===== src/rtl/core/cdmf_queue.sv =====
// Small register queue with an occupancy count, used between stages.
module cdmf_queue #(
    parameter int WIDTH = 8,
    parameter int DEPTH = 4
) (
    input  logic                       i_clk,
    input  logic                       i_rst_n,
    input  logic                       i_push,
    input  logic [WIDTH-1:0]           i_wdata,
    input  logic                       i_pop,
    output logic [WIDTH-1:0]           o_rdata,
    output logic                       o_empty,
    output logic [$clog2(DEPTH+1)-1:0] o_count
);

    localparam int AW = $clog2(DEPTH);
    localparam int CW = $clog2(DEPTH + 1);

    logic [WIDTH-1:0] r_mem [DEPTH];
    logic [AW-1:0]    r_wr;
    logic [AW-1:0]    r_rd;
    logic [CW-1:0]    r_count;

    always_ff @(posedge i_clk) begin
        if (!i_rst_n) begin
            r_wr    <= '0;
            r_rd    <= '0;
            r_count <= '0;
        end else begin
            if (i_push) begin
                r_wr <= r_wr + AW'(1);
            end
            if (i_pop) begin
                r_rd <= r_rd + AW'(1);
            end
            if (i_push && !i_pop) begin
                r_count <= r_count + CW'(1);
            end else if (!i_push && i_pop) begin
                r_count <= r_count - CW'(1);
            end
        end
    end

    always_ff @(posedge i_clk) begin
        if (i_push) begin
            r_mem[r_wr] <= i_wdata;
        end
    end

    assign o_rdata = r_mem[r_rd];
    assign o_empty = (r_count == '0);
    assign o_count = r_count;

    // A push into a full queue would overwrite an entry still waiting.
    a_no_overflow: assert property (@(posedge i_clk) disable iff (!i_rst_n)
        i_push |-> (r_count < CW'(DEPTH)) || i_pop)
        else $error("queue pushed while full");

    // A pop from an empty queue would replay a stale entry.
    a_no_underflow: assert property (@(posedge i_clk) disable iff (!i_rst_n)
        i_pop |-> r_count != '0)
        else $error("queue popped while empty");

endmodule


===== config.mk =====
export PLATFORM = sky130hd
export DESIGN_NAME = cdmf_queue
export DESIGN_NICKNAME = d
export VERILOG_FILES = /design/src/rtl/core/cdmf_queue.sv
export SDC_FILE = /design/constraint.sdc
export NUM_CORES = 1
export LEC_CHECK = 0
export BUFFER_PORTS_ARGS = -buffer_cell sky130_fd_sc_hd__clkbuf_2
export CORE_AREA = 3 3 58 60
export DETAILED_ROUTE_END_ITERATION = 12
export DIE_AREA = 0 0 61 63
export GPL_TIMING_DRIVEN = 1
export PLACE_DENSITY_LB_ADDON = 0.08
export SLEW_MARGIN = 20
export SYNTH_ARGS = -nofsm -noshare
export SYNTH_HDL_FRONTEND = slang
export SYNTH_SLANG_ARGS = --single-unit

===== constraint.sdc =====
create_clock -name i_clk -period 1.8 [get_ports i_clk]
set_clock_uncertainty 0.05 [all_clocks]
set_input_delay 0.18 -clock i_clk [delete_from_list [all_inputs] [get_ports i_clk]]
set_output_delay 0.18 -clock i_clk [all_outputs]
set_load 0.1 [all_outputs]

==> results of run 1 <==
==> per-layer routing <==
| layer | vias up | track usage, % |
|---|---|---|
| met1 | 392 | 16.7 |
| met4 | 0 | 7.32 |
| met3 | 5 | 4.34 |
| met2 | 19 | 22.6 |
| met5 | - | 0 |
| li1 | 379 | - |
==> worst paths after layout <==
path                            depth (start not counted)        from  slack [ns]           to
worst min register to register                          2     r_wr[1]        0.52      r_wr[1]
worst max-delay path                                    3        flop       0.007   o_rdata[5]
worst max register to register                          4  o_count[0]        0.27   o_count[2]
worst min-delay path                                    1  i_wdata[0]        0.02  r_mem[0][0]
==> flip-flops by register name (all words and copies together) (netlist names), named ones only <==
signal / count
r_mem: 32
r_wr: 2
o_count: 3
r_rd: 2
==> timing repair <==
item,4_1_cts,5_1_grt
hold buffers,5,0
gates resized for setup,3,1
gates cloned,0,0
hold endpoints to repair,20,0
setup endpoints to repair,8,8
==> stage by stage <==
stage | std cells | hold slack (ns) | power (W)
final | 152 | 0.0154 | 0.00238
after global routing | 152 | 0.000644 | 0.00248
after CTS | 152 | 0.00146 | 0.00240
after detailed placement | 139 | 0.355 | 0.00183
after global placement | 139 | 0.344 | 0.00182
after floorplan | 84 | 0.229 | 0.00163
==> power breakdown <==
group          switching (W)  internal (W)  total, W
Clock               0.000286      0.000275  0.000561
Combinational       0.000463      0.000231  0.000695
Sequential         0.0000415       0.00108   0.00112
==> final cells by class <==
cell class              instances  area share, %
clock buffers                   7           3.77
clock inverters                 1          0.371
inverters                       4          0.742
multi-input cells              37           21.4
flip-flops and latches         41           56.6
well taps                      33           2.04
repair buffers                 29           15.1
==> kinds of logic after synthesis <==
| kind of cell | Yosys count | share of synthesized area, % |
|---|---|---|
| xor gates and xnor gates | 5 | 2.75 |
| and+or+nand+nor | 14 | 5.25 |
| adders and majority gates | 6 | 5.18 |
| buffers and inverters | 6 | 1.96 |
| DFF | 41 | 71.5 |
| muxes | 10 | 12.5 |
| AOI/OAI and AO/OA | 2 | 0.784 |
==> synth_stat cells <==
library cell	instances	share of area, %
nand2_1	1	0.24
nor3_1	1	0.31
a21boi_1	1	0.47
dfxtp_1	9	11
ha_1	5	3.9
mux2i_1	2	1.3
mux4_2	8	11
fa_1	1	1.3
and2_1	9	3.5
nor2b_1	2	0.78
edfxtp_1	32	60
or3_1	1	0.39
xnor2_1	2	1.1
inv_1	4	0.94
buf_6	1	0.71
o21ai_0	1	0.31
xor2_1	3	1.6
clkbuf_2	1	0.31
==> worst max-delay path: stages, from the launching register on <==
cell,delay (ns)
dfxtp_2,0.36
buf_12,0.13
mux4_2,0.54
buf_12,0.19
==> impl_metrics.tcl, run 1 <==
set metrics [dict create \
    outcome "complete, no violations" \
    cellLeakagePower_nw 0.754 \
    cts-htree-levels 2 \
    numCtsBuffers 5 \
    finalNetCount 136 \
    yosys_warnings 0 \
    crit_arrival_ns 1.56 \
    dieWidth_um 61 \
    postLayoutCellArea_um2 2020 \
    drc 0 \
    final.min_clock_period_ns 1.79 \
    ios 24 \
    setup_viol 0 \
    fillCellCount 211 \
    crit_required_ns 1.57 \
    worst_pin_slew_ns 0.541 \
    final_core_util_pct 68.0 \
    clock_sinks 41 \
    synth.distinct_cells 18 \
    drt_pre_antenna_iters 3 \
    portBuffers 23 \
    cap_violations 0 \
    critPathMaxFanout 8 \
    fin_crit_sh_pct 99.6 \
    dpl.hpwl_um 1600 \
    grt.overflow.total 0 \
    grt_first_pass_wirelength_um 3800 \
    power_density_nw_per_um2 1180 \
    drt_iter0_drc 17 \
    ys_seq_elements 41 \
    finalMaxSlewViolations 0 \
    pre_cts_ws_ns 0.0729 \
    syn_to_final_growth_pct 26.9 \
    critPathLaunchType "flop" \
    track_usage_pct 14.1 \
    dr.max_layer_used "met4" \
    met2_length_um 1190 \
    tritoncts "done" \
    hp-class "in -> reg" \
    dpl_cell_area_um2 1880 \
    antenna_cells 0 \
    antenna_found_initial 0 \
    start_util_pct 53.6 \
    cts_buffer_depth 2 \
    rsz0062_at_grt "true" \
    drt-vias-per-instance 5.23 \
    fin_setup_tns_ns 0 \
    clockRootBuffer "clkbuf_4" \
    final_common_cell "edfxtp_1" \
    clock_latency_ns 0.34 \
    syn_inst 84 \
    detail-route-antenna-nets 0 \
    grt_max_degree 14 \
    met3WireLength_um 101 \
    register_area_um2 1140 \
    vdd_drop_max_mv 0.769 \
    globalplace.congestion 0.670 \
    die_y_um 63 \
    clkSlewWorstSetupHoldPaths_ns 0.11 \
    post_cts_buffers 0 \
    yosysSeqAreaShare_pct 71.5 \
    synth_nets 102 \
    syn_area_per_cell_um2 19.0 \
    maxClockFrequency_mhz 558 \
    multi_input_area_um2 434 \
    grt_pass1_vias 795 \
    wl_met1_um 980 \
    vias 795 \
    netlist_area_um2 1600 \
    crit_path_end_kind "output pin" \
    drive_above_1_share_pct 37.0 \
    layout_common_cells "32 x edfxtp_1, 15 x clkbuf_2, 9 x and2_1, 9 x buf_12, 8 x mux4_2" \
    path_class "reg -> out" \
    layout_setup_ws_ns 0.00713 \
    drt-total-wl_um 2320 \
    routedWlPerCell_um 15.3 \
    hold_violations 0 \
    core_um2 2980 \
    slew_headroom_pct 64.1 \
    num_rows 20 \
    fp.dieArea_um2 3840 \
]
Power figures use the tool's default switching activity.
==> run 2, diff against run 1 <==
--- a/config.mk
+++ b/config.mk
@@ -11,6 +11,7 @@
 export DIE_AREA = 0 0 61 63
 export GPL_TIMING_DRIVEN = 1
 export PLACE_DENSITY_LB_ADDON = 0.08
+export RECOVER_POWER = 25
 export SLEW_MARGIN = 20
 export SYNTH_ARGS = -nofsm -noshare
 export SYNTH_HDL_FRONTEND = slang
==> run 2 against run 1 <==
  * Global-route usage unchanged
  * Sequential power about the same
  * Setup slack about the same
  * Largest cell class unchanged
  * Total power about the same
  * Register-to-register slack about the same
  * Critical path depth unchanged
  * Via count unchanged
  * Hold slack better by 0.039 ns
==> impl_metrics.tcl, run 2 (synthesized netlist as in run 1, its figures left out) <==
set metrics [dict create \
    outcome "complete, no violations" \
    seqPwrFrac_pct 47.3 \
    slew_headroom_pct 64.1 \
    layout_common_cells "32 x edfxtp_1, 10 x clkbuf_2, 9 x and2_1, 9 x buf_12, 8 x mux4_2" \
    start_util_pct 53.6 \
    vias 795 \
    setup_viol 0 \
    hold_violations 0 \
    fin_cells 152 \
    drive_above_1_share_pct 32.8 \
    dieWidth_um 61 \
    maxClockFrequency_mhz 558 \
    worst_pin_slew_ns 0.541 \
    critPathLaunchType "flop" \
    antenna_found_initial 0 \
    internal_power_w 0.00159 \
    path_class "reg -> out" \
    p_total_w 0.00238 \
    ios 24 \
    portBuffers 23 \
    layout_setup_ws_ns 0.00734 \
    clock_latency_ns 0.34 \
    num_rows 20 \
    grt_max_degree 14 \
    drt-vias-per-instance 5.23 \
    drt-total-wl_um 2310 \
    finalNetCount 136 \
    ff2ff_path_depth 4 \
    crit_arrival_ns 1.56 \
    crit_path_cell_trace "buf_12 -> mux4_2 -> buf_12" \
    final_common_cell "edfxtp_1" \
    p_sw_w 0.000791 \
    hp-class "in -> reg" \
    place_inst 139 \
    vdd_drop_max_mv 0.768 \
    core_um2 2980 \
    critPathTopFamily "multiplexers" \
    drc 0 \
    path_buf_inv 2 \
    globalplace.congestion 0.670 \
    drt_pre_antenna_iters 4 \
    fin_setup_tns_ns 0 \
    finalMaxSlewViolations 0 \
    numCtsBuffers 5 \
    p_sw_share_pct 33.3 \
    grt_first_pass_wirelength_um 3800 \
    final.min_clock_period_ns 1.79 \
    power_density_nw_per_um2 1180 \
    cp_num_cells 3 \
    final_core_util_pct 67.8 \
    cpMaxStageDelayCell "mux4_2" \
    detail-route-antenna-nets 0 \
    clkSlewWorstSetupHoldPaths_ns 0.11 \
    post_cts_buffers 0 \
    syn_to_final_growth_pct 26.5 \
    cts-htree-levels 2 \
    grt_pass1_vias 795 \
    clkPwrFrac_pct 23.6 \
    clock_sinks 41 \
    rsz0062_at_grt "true" \
    dpl.hpwl_um 1600 \
    antenna_cells 0 \
    min_delay_path_depth 1 \
    clockRootBuffer "clkbuf_4" \
    fp.dieArea_um2 3840 \
    cts_buffer_depth 2 \
    routedWlPerCell_um 15.2 \
    crit_required_ns 1.57 \
    largest_reg_flops 32 \
    grt.overflow.total 0 \
    tritoncts "done" \
    drt_iter0_drc 17 \
    combPwrFrac_pct 29.1 \
    critPathMaxFanout 8 \
    regMostFlops "r_mem" \
    cellLeakagePower_nw 0.739 \
    die_y_um 63 \
    crit_path_end_kind "output pin" \
    cap_violations 0 \
    slowest_delay_ns 0.54 \
    pre_cts_ws_ns 0.0729 \
    track_usage_pct 14.1 \
    fin_crit_sh_pct 99.6 \
    crit_path_frequent_cell "buf_12" \
]
[run 2: cell types whose count changed in the layout (fill, tap and decap cells not counted)]
cell | before | now
clkbuf_1 | 0 | 5
clkbuf_2 | 15 | 10
[run 2: per-stage QoR]
step / area [um2] / hold slack, ns
floorplan: 1610 / 0.229
global placement: 1880 / 0.344
detailed placement: 1880 / 0.355
CTS: 2020 / 0.00146
global route: 2020 / 0.0600
finish: 2020 / 0.0540
[run 2: metal layers]
layer	wire (um)	share of wire [%]	vias up	track usage (%)
met2	1200	52	19	22.6
met1	959	41	392	16.7
met3	112	4.8	5	4.34
met4	42	1.8	0	7.32
met5	0	0	-	0
li1	-	-	379	-
[run 2: path summary, 6_finish.rpt]
kind                  to  slack [ns]  startpoint
max           o_rdata[7]       0.007        flop
min          r_mem[0][0]        0.05  i_wdata[0]
max reg2reg   o_count[2]        0.27  o_count[0]
min reg2reg      r_wr[1]        0.52     r_wr[1]
[run 2: what timing repair did]
action | CTS | global route
pin swaps | 0 | 0
endpoints found under the hold margin | 20 | 0
endpoints found under the setup margin | 8 | 8
resized for setup | 3 | 1
hold buffers | 5 | 0
[run 2: power by group through the flow]
stage	combinational, W	sequential [W]	clock (W)
2_1_floorplan	0.000413	0.00122	0
3_3_place_gp	0.000677	0.00114	0
3_5_place_dp	0.000686	0.00115	0
4_1_cts	0.000700	0.00113	0.000578
5_1_grt	0.000726	0.00113	0.000620
6_report	0.000693	0.00112	0.000560
[run 2: cell type report]
class	instances	area, um2
flip-flops and latches	41	1140
fillers	214	960
multi-input cells	37	434
repair buffers	29	299
clock buffers	7	76.3
well taps	33	41.3
inverters	4	15.0
clock inverters	1	7.51
